### config.mk
export PLATFORM = sky130hd
export DESIGN_NAME = lfu_cache_directory_flat
export DESIGN_NICKNAME = d
export VERILOG_FILES = /design/src/hw/rtl/lfucd_pkg.sv /design/src/hw/rtl/lfucd_stream_if.sv /design/src/hw/rtl/lfucd_ctrl.sv /design/src/hw/rtl/lfucd_dp.sv /design/src/hw/rtl/lfu_cache_directory.sv /design/src/flat_wrapper.sv
export SDC_FILE = /design/constraint.sdc
export NUM_CORES = 2
export LEC_CHECK = 0
export BUFFER_PORTS_ARGS = -buffer_cell sky130_fd_sc_hd__buf_2
export CAP_MARGIN = 20
export CORE_MARGIN = 5
export CORE_UTILIZATION = 40
export DETAILED_ROUTE_END_ITERATION = 8
export PLACE_DENSITY = 0.66
export SETUP_SLACK_MARGIN = 0.4
export SLEW_MARGIN = 25
export SYNTH_ARGS = -nofsm -noshare
export SYNTH_HDL_FRONTEND = slang
export SYNTH_SLANG_ARGS = --single-unit
### constraint.sdc
create_clock -name clk -period 18.3 [get_ports clk]
set_input_delay 1.83 -clock clk [delete_from_list [all_inputs] [get_ports clk]]
set_output_delay 1.83 -clock clk [all_outputs]
set_load 0.005 [all_outputs]
### src/hw/rtl/lfucd_pkg.sv
// shared types and constants for the lfu cache directory
`default_nettype none

package lfucd_pkg;

    localparam int unsigned CAP_W     = 5;
    localparam int unsigned REF_W     = 32;
    localparam int unsigned BYTES_W   = 24;
    localparam int unsigned KEY_W     = 32;
    localparam int unsigned AGE_W     = 32;
    localparam int unsigned TOTAL_W   = 32;
    localparam logic [CAP_W-1:0] CAP_RESET = 5'd16;

    typedef enum logic [1:0] {
        OP_PROBE  = 2'd0,
        OP_GET    = 2'd1,
        OP_INSERT = 2'd2,
        OP_CLEAR  = 2'd3
    } op_t;

    typedef struct packed {
        op_t                 operation;
        logic [KEY_W-1:0]    key_tag;
        logic [REF_W-1:0]    payload_ref;
        logic [BYTES_W-1:0]  payload_bytes;
    } req_t;

    typedef struct packed {
        logic                found;
        logic [REF_W-1:0]    payload_out;
        logic                accepted;
        logic                evicted;
        logic [CAP_W-1:0]    entry_total;
        logic [TOTAL_W-1:0]  byte_total;
        logic [TOTAL_W-1:0]  hit_total;
        logic [TOTAL_W-1:0]  miss_total;
    } rsp_t;

    typedef struct packed {
        logic ready;
        logic start;
        logic scan;
        logic evict;
        logic commit;
    } cmd_t;

    typedef struct packed {
        logic in_valid;
        logic in_clear;
        logic scan_last;
        logic need_evict;
        logic out_free;
    } sts_t;

endpackage

`default_nettype wire

### src/hw/rtl/lfucd_stream_if.sv
// valid/ready channel carrying one word of a given type
`default_nettype none

interface lfucd_stream_if #(
    parameter type T = logic
) ();
    logic valid;
    logic ready;
    T     data;

    modport source (output valid, output data, input ready);
    modport sink   (input valid, input data, output ready);
endinterface

`default_nettype wire

### src/hw/rtl/lfucd_ctrl.sv
// sequencing state machine for the lfu cache directory
`default_nettype none

module lfucd_ctrl (
    input  wire logic          clk,
    input  wire logic          rst_n,
    input  wire lfucd_pkg::sts_t sts,
    output lfucd_pkg::cmd_t    cmd
);

    typedef enum logic [3:0] {
        ST_IDLE  = 4'b0001,
        ST_SCAN  = 4'b0010,
        ST_EVICT = 4'b0100,
        ST_WRITE = 4'b1000
    } state_t;

    state_t state_reg;
    state_t state_next;

    always_ff @(posedge clk or negedge rst_n)
    begin
        if (!rst_n)
        begin
            state_reg <= ST_IDLE;
        end
        else
        begin
            state_reg <= state_next;
        end
    end

    always_comb
    begin
        state_next = state_reg;
        cmd        = '0;
        case (state_reg)
            ST_IDLE:
            begin
                cmd.ready = 1'b1;
                if (sts.in_valid)
                begin
                    cmd.start  = 1'b1;
                    state_next = sts.in_clear ? ST_WRITE : ST_SCAN;
                end
            end
            ST_SCAN:
            begin
                cmd.scan = 1'b1;
                if (sts.scan_last)
                begin
                    state_next = ST_EVICT;
                end
            end
            ST_EVICT:
            begin
                cmd.evict  = sts.need_evict;
                state_next = ST_WRITE;
            end
            ST_WRITE:
            begin
                if (sts.out_free)
                begin
                    cmd.commit = 1'b1;
                    state_next = ST_IDLE;
                end
            end
            default:
            begin
                state_next = ST_IDLE;
            end
        endcase
    end

endmodule

`default_nettype wire

### src/hw/rtl/lfucd_dp.sv
// entry store, scan evaluation, counters and result register
`default_nettype none

module lfucd_dp #(
    parameter int unsigned ENTRIES  = 16,
    parameter int unsigned TAG_BITS = 32,
    parameter int unsigned USE_BITS = 16
) (
    input  wire logic                         clk,
    input  wire logic                         rst_n,
    lfucd_stream_if.sink                      req,
    lfucd_stream_if.source                    rsp,
    input  wire logic                         cfg_we,
    input  wire logic [lfucd_pkg::CAP_W-1:0]  cfg_wdata,
    input  wire lfucd_pkg::cmd_t              cmd,
    output lfucd_pkg::sts_t                   sts
);

    localparam int unsigned IDX_W = (ENTRIES > 1) ? $clog2(ENTRIES) : 1;
    localparam int unsigned CNT_W = $clog2(ENTRIES + 1);
    localparam int unsigned AGE_W = lfucd_pkg::AGE_W;
    localparam int unsigned TOT_W = lfucd_pkg::TOTAL_W;
    localparam logic [IDX_W:0] SCAN_END = (IDX_W + 1)'(ENTRIES);

    typedef struct packed {
        logic [TAG_BITS-1:0]             tag;
        logic [lfucd_pkg::REF_W-1:0]     payload;
        logic [lfucd_pkg::BYTES_W-1:0]   nbytes;
        logic [USE_BITS-1:0]             uses;
        logic [AGE_W-1:0]                age;
    } entry_t;

    entry_t mem [ENTRIES];
    entry_t rd_entry_reg;

    lfucd_pkg::req_t req_reg;
    lfucd_pkg::rsp_t rsp_reg;
    logic            rsp_valid_reg;

    logic [ENTRIES-1:0]              valid_reg;
    logic [CNT_W-1:0]                count_reg;
    logic [TOT_W-1:0]                bytes_reg;
    logic [TOT_W-1:0]                hits_reg;
    logic [TOT_W-1:0]                misses_reg;
    logic [AGE_W-1:0]                age_clock_reg;
    logic [lfucd_pkg::CAP_W-1:0]     cap_reg;

    logic [IDX_W:0]                  cnt_reg;
    logic [IDX_W-1:0]                eval_idx_reg;
    logic                            eval_vld_reg;

    logic                            hit_reg;
    logic [IDX_W-1:0]                hit_slot_reg;
    entry_t                          hit_entry_reg;
    logic                            free_found_reg;
    logic [IDX_W-1:0]                free_slot_reg;
    logic                            vic_found_reg;
    logic [IDX_W-1:0]                vic_slot_reg;
    logic [USE_BITS-1:0]             vic_uses_reg;
    logic [AGE_W-1:0]                vic_age_reg;
    logic [lfucd_pkg::BYTES_W-1:0]   vic_bytes_reg;
    logic                            evict_reg;

    logic [TAG_BITS-1:0]             req_tag;
    logic [CNT_W-1:0]                limit;
    logic                            scan_last;
    logic                            ev_valid;
    logic                            ev_match;
    logic                            vic_better;
    logic [AGE_W-1:0]                age_delta;

    logic                            mem_we;
    logic [IDX_W-1:0]                wr_slot;
    entry_t                          wr_entry;
    logic                            set_valid;
    logic                            clr_all;
    logic [CNT_W-1:0]                count_next;
    logic [TOT_W-1:0]                bytes_next;
    logic [TOT_W-1:0]                hits_next;
    logic [TOT_W-1:0]                misses_next;
    logic [AGE_W-1:0]                age_clock_next;
    lfucd_pkg::rsp_t                 rsp_next;

    assign req_tag   = TAG_BITS'(req_reg.key_tag);
    assign scan_last = (cnt_reg == SCAN_END);

    // effective capacity, clamped to 1..ENTRIES
    always_comb
    begin
        if (cap_reg == '0)
        begin
            limit = CNT_W'(1);
        end
        else if (32'(cap_reg) > ENTRIES)
        begin
            limit = CNT_W'(ENTRIES);
        end
        else
        begin
            limit = CNT_W'(cap_reg);
        end
    end

    assign req.ready      = cmd.ready;
    assign rsp.valid      = rsp_valid_reg;
    assign rsp.data       = rsp_reg;

    assign sts.in_valid   = req.valid;
    assign sts.in_clear   = (req.data.operation == lfucd_pkg::OP_CLEAR);
    assign sts.scan_last  = scan_last;
    assign sts.need_evict = (req_reg.operation == lfucd_pkg::OP_INSERT) && !hit_reg
                            && (count_reg >= limit);
    assign sts.out_free   = !rsp_valid_reg || rsp.ready;

    // one entry evaluated per scan cycle
    always_comb
    begin
        ev_valid   = eval_vld_reg && valid_reg[eval_idx_reg];
        age_delta  = age_clock_reg - rd_entry_reg.age;
        ev_match   = ev_valid && (rd_entry_reg.tag == req_tag);
        vic_better = ev_valid && (!vic_found_reg || (rd_entry_reg.uses < vic_uses_reg)
                     || ((rd_entry_reg.uses == vic_uses_reg) && (age_delta > vic_age_reg)));
    end

    // commit of the operation
    always_comb
    begin
        logic [TOT_W:0] byte_sum;
        byte_sum       = {1'b0, bytes_reg} + (TOT_W + 1)'(req_reg.payload_bytes);
        mem_we         = 1'b0;
        wr_slot        = hit_slot_reg;
        wr_entry       = hit_entry_reg;
        set_valid      = 1'b0;
        clr_all        = 1'b0;
        count_next     = count_reg;
        bytes_next     = bytes_reg;
        hits_next      = hits_reg;
        misses_next    = misses_reg;
        age_clock_next = age_clock_reg;
        rsp_next       = '0;
        case (req_reg.operation)
            lfucd_pkg::OP_PROBE:
            begin
                rsp_next.found = hit_reg;
                if (hit_reg)
                begin
                    if (hits_reg != '1)
                    begin
                        hits_next = hits_reg + TOT_W'(1);
                    end
                end
                else if (misses_reg != '1)
                begin
                    misses_next = misses_reg + TOT_W'(1);
                end
            end
            lfucd_pkg::OP_GET:
            begin
                if (hit_reg)
                begin
                    rsp_next.found       = 1'b1;
                    rsp_next.payload_out = hit_entry_reg.payload;
                    mem_we               = 1'b1;
                    if (hit_entry_reg.uses != '1)
                    begin
                        wr_entry.uses = hit_entry_reg.uses + USE_BITS'(1);
                    end
                    wr_entry.age   = age_clock_reg;
                    age_clock_next = age_clock_reg + AGE_W'(1);
                end
            end
            lfucd_pkg::OP_INSERT:
            begin
                if (!hit_reg)
                begin
                    rsp_next.accepted = 1'b1;
                    mem_we            = 1'b1;
                    set_valid         = 1'b1;
                    wr_slot           = evict_reg ? vic_slot_reg : free_slot_reg;
                    wr_entry.tag      = req_tag;
                    wr_entry.payload  = req_reg.payload_ref;
                    wr_entry.nbytes   = req_reg.payload_bytes;
                    wr_entry.uses     = USE_BITS'(1);
                    wr_entry.age      = age_clock_reg;
                    age_clock_next    = age_clock_reg + AGE_W'(1);
                    count_next        = count_reg + CNT_W'(1);
                    bytes_next        = byte_sum[TOT_W] ? '1 : byte_sum[TOT_W-1:0];
                end
            end
            lfucd_pkg::OP_CLEAR:
            begin
                clr_all        = 1'b1;
                count_next     = '0;
                bytes_next     = '0;
                hits_next      = '0;
                misses_next    = '0;
                age_clock_next = '0;
            end
            default:
            begin
                clr_all = 1'b0;
            end
        endcase
        rsp_next.evicted     = evict_reg;
        rsp_next.entry_total = lfucd_pkg::CAP_W'(count_next);
        rsp_next.byte_total  = bytes_next;
        rsp_next.hit_total   = hits_next;
        rsp_next.miss_total  = misses_next;
    end

    // entry store
    always_ff @(posedge clk)
    begin
        if (cmd.commit && mem_we)
        begin
            mem[wr_slot] <= wr_entry;
        end
        rd_entry_reg <= mem[cnt_reg[IDX_W-1:0]];
    end

    // payload registers
    always_ff @(posedge clk)
    begin
        if (cmd.start)
        begin
            req_reg <= req.data;
        end
        if (cmd.commit)
        begin
            rsp_reg <= rsp_next;
        end
        if (cmd.scan)
        begin
            eval_idx_reg <= cnt_reg[IDX_W-1:0];
            if (ev_match && !hit_reg)
            begin
                hit_slot_reg  <= eval_idx_reg;
                hit_entry_reg <= rd_entry_reg;
            end
            if (eval_vld_reg && !valid_reg[eval_idx_reg] && !free_found_reg)
            begin
                free_slot_reg <= eval_idx_reg;
            end
            if (vic_better)
            begin
                vic_slot_reg  <= eval_idx_reg;
                vic_uses_reg  <= rd_entry_reg.uses;
                vic_age_reg   <= age_delta;
                vic_bytes_reg <= rd_entry_reg.nbytes;
            end
        end
    end

    // control and counter registers
    always_ff @(posedge clk or negedge rst_n)
    begin
        if (!rst_n)
        begin
            valid_reg      <= '0;
            count_reg      <= '0;
            bytes_reg      <= '0;
            hits_reg       <= '0;
            misses_reg     <= '0;
            age_clock_reg  <= '0;
            cap_reg        <= lfucd_pkg::CAP_RESET;
            rsp_valid_reg  <= 1'b0;
            cnt_reg        <= '0;
            eval_vld_reg   <= 1'b0;
            hit_reg        <= 1'b0;
            free_found_reg <= 1'b0;
            vic_found_reg  <= 1'b0;
            evict_reg      <= 1'b0;
        end
        else
        begin
            if (cfg_we)
            begin
                cap_reg <= cfg_wdata;
            end
            if (cmd.start)
            begin
                cnt_reg        <= '0;
                eval_vld_reg   <= 1'b0;
                hit_reg        <= 1'b0;
                free_found_reg <= 1'b0;
                vic_found_reg  <= 1'b0;
                evict_reg      <= 1'b0;
            end
            if (cmd.scan)
            begin
                eval_vld_reg <= !scan_last;
                if (!scan_last)
                begin
                    cnt_reg <= cnt_reg + (IDX_W + 1)'(1);
                end
                if (ev_match)
                begin
                    hit_reg <= 1'b1;
                end
                if (eval_vld_reg && !valid_reg[eval_idx_reg])
                begin
                    free_found_reg <= 1'b1;
                end
                if (vic_better)
                begin
                    vic_found_reg <= 1'b1;
                end
            end
            // victim removal ahead of the insert write
            if (cmd.evict)
            begin
                evict_reg               <= 1'b1;
                valid_reg[vic_slot_reg] <= 1'b0;
                count_reg               <= count_reg - CNT_W'(1);
                bytes_reg               <= (bytes_reg >= TOT_W'(vic_bytes_reg))
                                           ? bytes_reg - TOT_W'(vic_bytes_reg) : '0;
            end
            if (cmd.commit)
            begin
                if (clr_all)
                begin
                    valid_reg <= '0;
                end
                else if (set_valid)
                begin
                    valid_reg[wr_slot] <= 1'b1;
                end
                count_reg     <= count_next;
                bytes_reg     <= bytes_next;
                hits_reg      <= hits_next;
                misses_reg    <= misses_next;
                age_clock_reg <= age_clock_next;
                rsp_valid_reg <= 1'b1;
            end
            else if (rsp.ready)
            begin
                rsp_valid_reg <= 1'b0;
            end
        end
    end

endmodule

`default_nettype wire

### src/hw/rtl/lfu_cache_directory.sv
// lfu cache directory: an input word is taken only while the directory is idle
// probe, get and insert scan every entry, one per cycle, through the entry store's read port
// clear skips the scan; the result sits in an output register until taken
// reset empties the directory, zeroes all counters and sets capacity to 16
`default_nettype none

module lfu_cache_directory #(
    parameter int unsigned ENTRIES  = 16,
    parameter int unsigned TAG_BITS = 32,
    parameter int unsigned USE_BITS = 16
) (
    input  wire logic                         clk,
    input  wire logic                         rst_n,
    lfucd_stream_if.sink                      req,
    lfucd_stream_if.source                    rsp,
    input  wire logic                         cfg_we,
    input  wire logic [lfucd_pkg::CAP_W-1:0]  cfg_wdata
);

    lfucd_pkg::cmd_t cmd;
    lfucd_pkg::sts_t sts;

    lfucd_ctrl u_ctrl (
        .clk   (clk),
        .rst_n (rst_n),
        .sts   (sts),
        .cmd   (cmd)
    );

    lfucd_dp #(
        .ENTRIES  (ENTRIES),
        .TAG_BITS (TAG_BITS),
        .USE_BITS (USE_BITS)
    ) u_dp (
        .clk       (clk),
        .rst_n     (rst_n),
        .req       (req),
        .rsp       (rsp),
        .cfg_we    (cfg_we),
        .cfg_wdata (cfg_wdata),
        .cmd       (cmd),
        .sts       (sts)
    );

endmodule

`default_nettype wire

### src/flat_wrapper.sv
// flat-port wrapper written by rule: the top's interface ports become plain ports
module lfu_cache_directory_flat 
#(
    parameter int unsigned ENTRIES  = 16,
    parameter int unsigned TAG_BITS = 32,
    parameter int unsigned USE_BITS = 16
)
  (clk, rst_n, cfg_we, cfg_wdata, req_valid, req_data, req_ready, rsp_valid, rsp_data, rsp_ready);
  lfucd_stream_if #(.T(lfucd_pkg::req_t)) req_i ();
  lfucd_stream_if #(.T(lfucd_pkg::rsp_t)) rsp_i ();
  input  wire logic clk;
  input  wire logic rst_n;
  input  wire logic cfg_we;
  input  wire logic [lfucd_pkg::CAP_W-1:0] cfg_wdata;
  input wire logic [$bits(req_i.valid)-1:0] req_valid;
  input wire logic [$bits(req_i.data)-1:0] req_data;
  output wire logic [$bits(req_i.ready)-1:0] req_ready;
  output wire logic [$bits(rsp_i.valid)-1:0] rsp_valid;
  output wire logic [$bits(rsp_i.data)-1:0] rsp_data;
  input wire logic [$bits(rsp_i.ready)-1:0] rsp_ready;
  assign req_i.valid = req_valid;
  assign req_i.data = req_data;
  assign req_ready = req_i.ready;
  assign rsp_valid = rsp_i.valid;
  assign rsp_data = rsp_i.data;
  assign rsp_i.ready = rsp_ready;
  lfu_cache_directory #(.ENTRIES(ENTRIES), .TAG_BITS(TAG_BITS), .USE_BITS(USE_BITS)) u_core (.clk(clk), .rst_n(rst_n), .req(req_i), .rsp(rsp_i), .cfg_we(cfg_we), .cfg_wdata(cfg_wdata));
endmodule
==> flow_summary.json <==
{
  "nNetsFinal": 6763,
  "layout_common_cells": "edfxtp_1, mux4_2, nand2_1",
  "critical_path_required_ns": 18.76,
  "clockBufferDepth": 4,
  "drc": 0,
  "antenna_found_initial": 12,
  "dieArea_um2": 299800,
  "worstSkewPairLatency_ns": 0.86,
  "seqPwrFrac_pct": 46.3,
  "gp_congestion": 0.8615,
  "synth_edf_count": 2626,
  "cts-resized-gates": 0,
  "ys_ff_latch": 2931,
  "area_growth_pct": 13.87,
  "regMostFlops": "u_core.u_dp.mem",
  "ys_seq_area_share_pct": 74.25,
  "nFillCells": 24016,
  "drt_first_iter_violations": 6529,
  "setup_slack_ns": 12.42,
  "finalSetupTns_ns": 0,
  "clk_pin_slew_ns": 0.06,
  "worstPathMaxFanout": 48,
  "num_vias": 59257,
  "grt_pass1_wl_mm": 404.7,
  "cts_hold_buf": 0,
  "slowest_delay_ns": 0.63,
  "ios": 238,
  "die_w_um": 547.5,
  "start_kind": "register",
  "rows": 197,
  "hpwlAfterDp_mm": 150.2,
  "yosys_most_used_dff": "edfxtp_1",
  "dr.pass1.iters": 6,
  "crit_type": "reg2reg",
  "syn_area_um2": 115600,
  "ys_warn_count": 0,
  "slowest_stage": "o31ai_1",
  "crit_path_end_kind": "register",
  "setup_violations": 0,
  "ir_worst_vdd_v": 0.0001044,
  "synth_cell_types": 89,
  "synthArstFlopShare_pct": 5.766,
  "cts_max_level": 5,
  "dp_slack_ns": 12.35,
  "via_per_inst": 5.622,
  "drive_gt1_share_pct": 22.93,
  "io_buffer_count": 237,
  "synth_nets": 6370,
  "internal_power_mw": 13.11,
  "fin_crit_sh_pct": 32.12,
  "grtUsageTotal_pct": 17.90,
  "die_h_um": 547.5,
  "largest_reg_flops": 2176,
  "layout_commonest_cell": "edfxtp_1",
  "relSlewSlack_pct": 28.36,
  "grt_max_degree": 141,
  "p_per_area_nw_per_um2": 135.9,
  "tightest_slew_ns": 1.075,
  "status": "finished, final reports clean",
  "hp-class": "reg2reg",
  "cts_buffers": 300,
  "coreArea_um2": 287900,
  "start_util_pct": 40.14,
  "cts_tree": "built",
  "rsz0062_at_grt": "false",
  "power.leakage_nw": 43.73,
  "path_cells": "inv_1 > ha_1 > inv_1 > fa_1 > a21o_2 > a31o_1 > a41oi_2 > a21oi_2 > a22o_4 > a21oi_4 > o21ai_2 > a311oi_4 > xnor2_1 > ha_1 > a21o_1 > a21oi_1 > nor2b_1 > o21ai_0 > nand2b_1 > a21oi_1 > nor2b_1 > o31ai_1 > a31oi_4 > buf_4",
  "crit_arrival_ns": 6.34,
  "fmax_mhz": 170.1,
  "switchingPower_mw": 4.773,
  "finalPower_mw": 17.88,
  "wl_per_cell_um": 25.99,
  "synth_cells": 6122,
  "antenna_left": 0,
  "cts-root-buf": "clkbuf_16",
  "grt_pass1_vias": 60135,
  "min_period_ns": 5.877,
  "slew_viol_final": 0,
  "clkPwrFrac_pct": 34.0,
  "maxCapViolations": 0,
  "hold_path_depth": 0,
  "combPwrFrac_pct": 19.7,
  "reg2reg_depth": 24,
  "grt_overflow_total": 0,
  "fin_worst_skew_ns": 0.07760,
  "cts.sinks": 2931,
  "cts_setup_buffers": 0,
  "p_sw_share_pct": 26.69,
  "avgSynthCellArea_um2": 18.88,
  "finalHoldViolCount": 0,
  "wirelength_mm": 274.0
}
## synthesized netlist by cell type (68+ instances only)
| cell type | count | share of area (%) |
|---|---|---|
| nor2_1 | 218 | 0.71 |
| dfxtp_1 | 136 | 2.4 |
| ha_1 | 145 | 1.6 |
| clkbuf_1 | 197 | 0.64 |
| xor2_1 | 103 | 0.78 |
| dfrtp_1 | 167 | 3.6 |
| and3_1 | 71 | 0.38 |
| nand2_1 | 562 | 1.8 |
| o21ai_0 | 179 | 0.78 |
| mux4_2 | 685 | 13 |
| nand3_1 | 68 | 0.29 |
| edfxtp_1 | 2626 | 68 |
| a21oi_1 | 134 | 0.58 |
| xnor2_1 | 77 | 0.58 |
| inv_1 | 151 | 0.49 |
## layer usage
layer	wire length (um)	track usage, %	share of wire [%]
met1	118400	26.06	43
met5	68	0	0.025
met3	18570	2.467	6.8
met2	130600	28.66	48
met4	6423	4.596	2.3
## final timing paths
check                                              from                            end  slack, ns
hold reg to reg            u_core.u_dp.rd_entry_reg[90]  u_core.u_dp.hit_entry_reg[90]       0.40
max in group asynchronous                         rst_n         u_core.u_dp.cnt_reg[1]      16.17
hold / removal             u_core.u_dp.rd_entry_reg[90]  u_core.u_dp.hit_entry_reg[90]       0.40
setup reg to reg           u_core.u_dp.age_clock_reg[0]    u_core.u_dp.vic_age_reg[30]      12.42
setup / recovery           u_core.u_dp.age_clock_reg[0]    u_core.u_dp.vic_age_reg[30]      12.42
min in group asynchronous                         rst_n         u_core.u_dp.cap_reg[0]       0.96
## critical path, delay by kind of cell, from the launching register on
| family | cells | cell delay, ns |
|---|---|---|
| DFF | 1 | 0.42 |
| xor gates and xnor gates | 1 | 0.19 |
| and+or+nand+nor | 3 | 0.22 |
| adders and majority gates | 3 | 0.85 |
| buffers and inverters | 3 | 0.56 |
| AOI/OAI and AO/OA | 14 | 3.26 |
## through the flow
| step | cells | utilization [%] | area [um2] | hold WS [ns] |
|---|---|---|---|---|
| 2_1_floorplan | 6122 | - | 115600 | 0.3855 |
| 3_3_place_gp | 9992 | 42.28 | 121700 | 0.3888 |
| 3_5_place_dp | 9994 | 42.30 | 121800 | 0.3914 |
| 6_report | 10541 | 45.71 | 131600 | 0.4030 |
| 5_1_grt | 10539 | 45.71 | 131600 | 0.4138 |
| 4_1_cts | 10535 | 45.69 | 131600 | 0.4025 |
## kinds of logic (layout without fill, tap and decap cells)
kind of cell | after synthesis | count (layout) | share of synthesized area [%]
simple gates | 1127 | 1127 | 4.400
mux | 704 | 704 | 13.52
compound gates | 618 | 618 | 3.496
xor+xnor | 180 | 180 | 1.364
flops | 2931 | 2931 | 74.25
buf+inv | 414 | 1046 | 1.349
other cells | 0 | 6 | 0
fa+ha+maj | 148 | 148 | 1.622
## power groups by stage
stage	logic, mW	registers (mW)	clock network (mW)
floorplan	2.64	8.24	0
global placement	3.48	8.40	0
detailed placement	3.55	8.41	0
CTS	3.56	8.28	6.20
global route	3.84	8.31	6.49
finish	3.53	8.28	6.08
## cell type report
class | count | area [um2] | area share (%)
Antenna cell | 6 | 15.01 | 0.01141
Clock buffer | 399 | 8333 | 6.332
Clock inverter | 142 | 1440 | 1.094
Inverter | 153 | 591.8 | 0.4497
Multi-Input combinational cell | 2777 | 28450 | 21.62
Sequential cell | 2931 | 85830 | 65.21
Tap cell | 3781 | 4731 | 3.595
Timing Repair Buffer | 352 | 2221 | 1.688
Power figures use the tool's default switching activity.
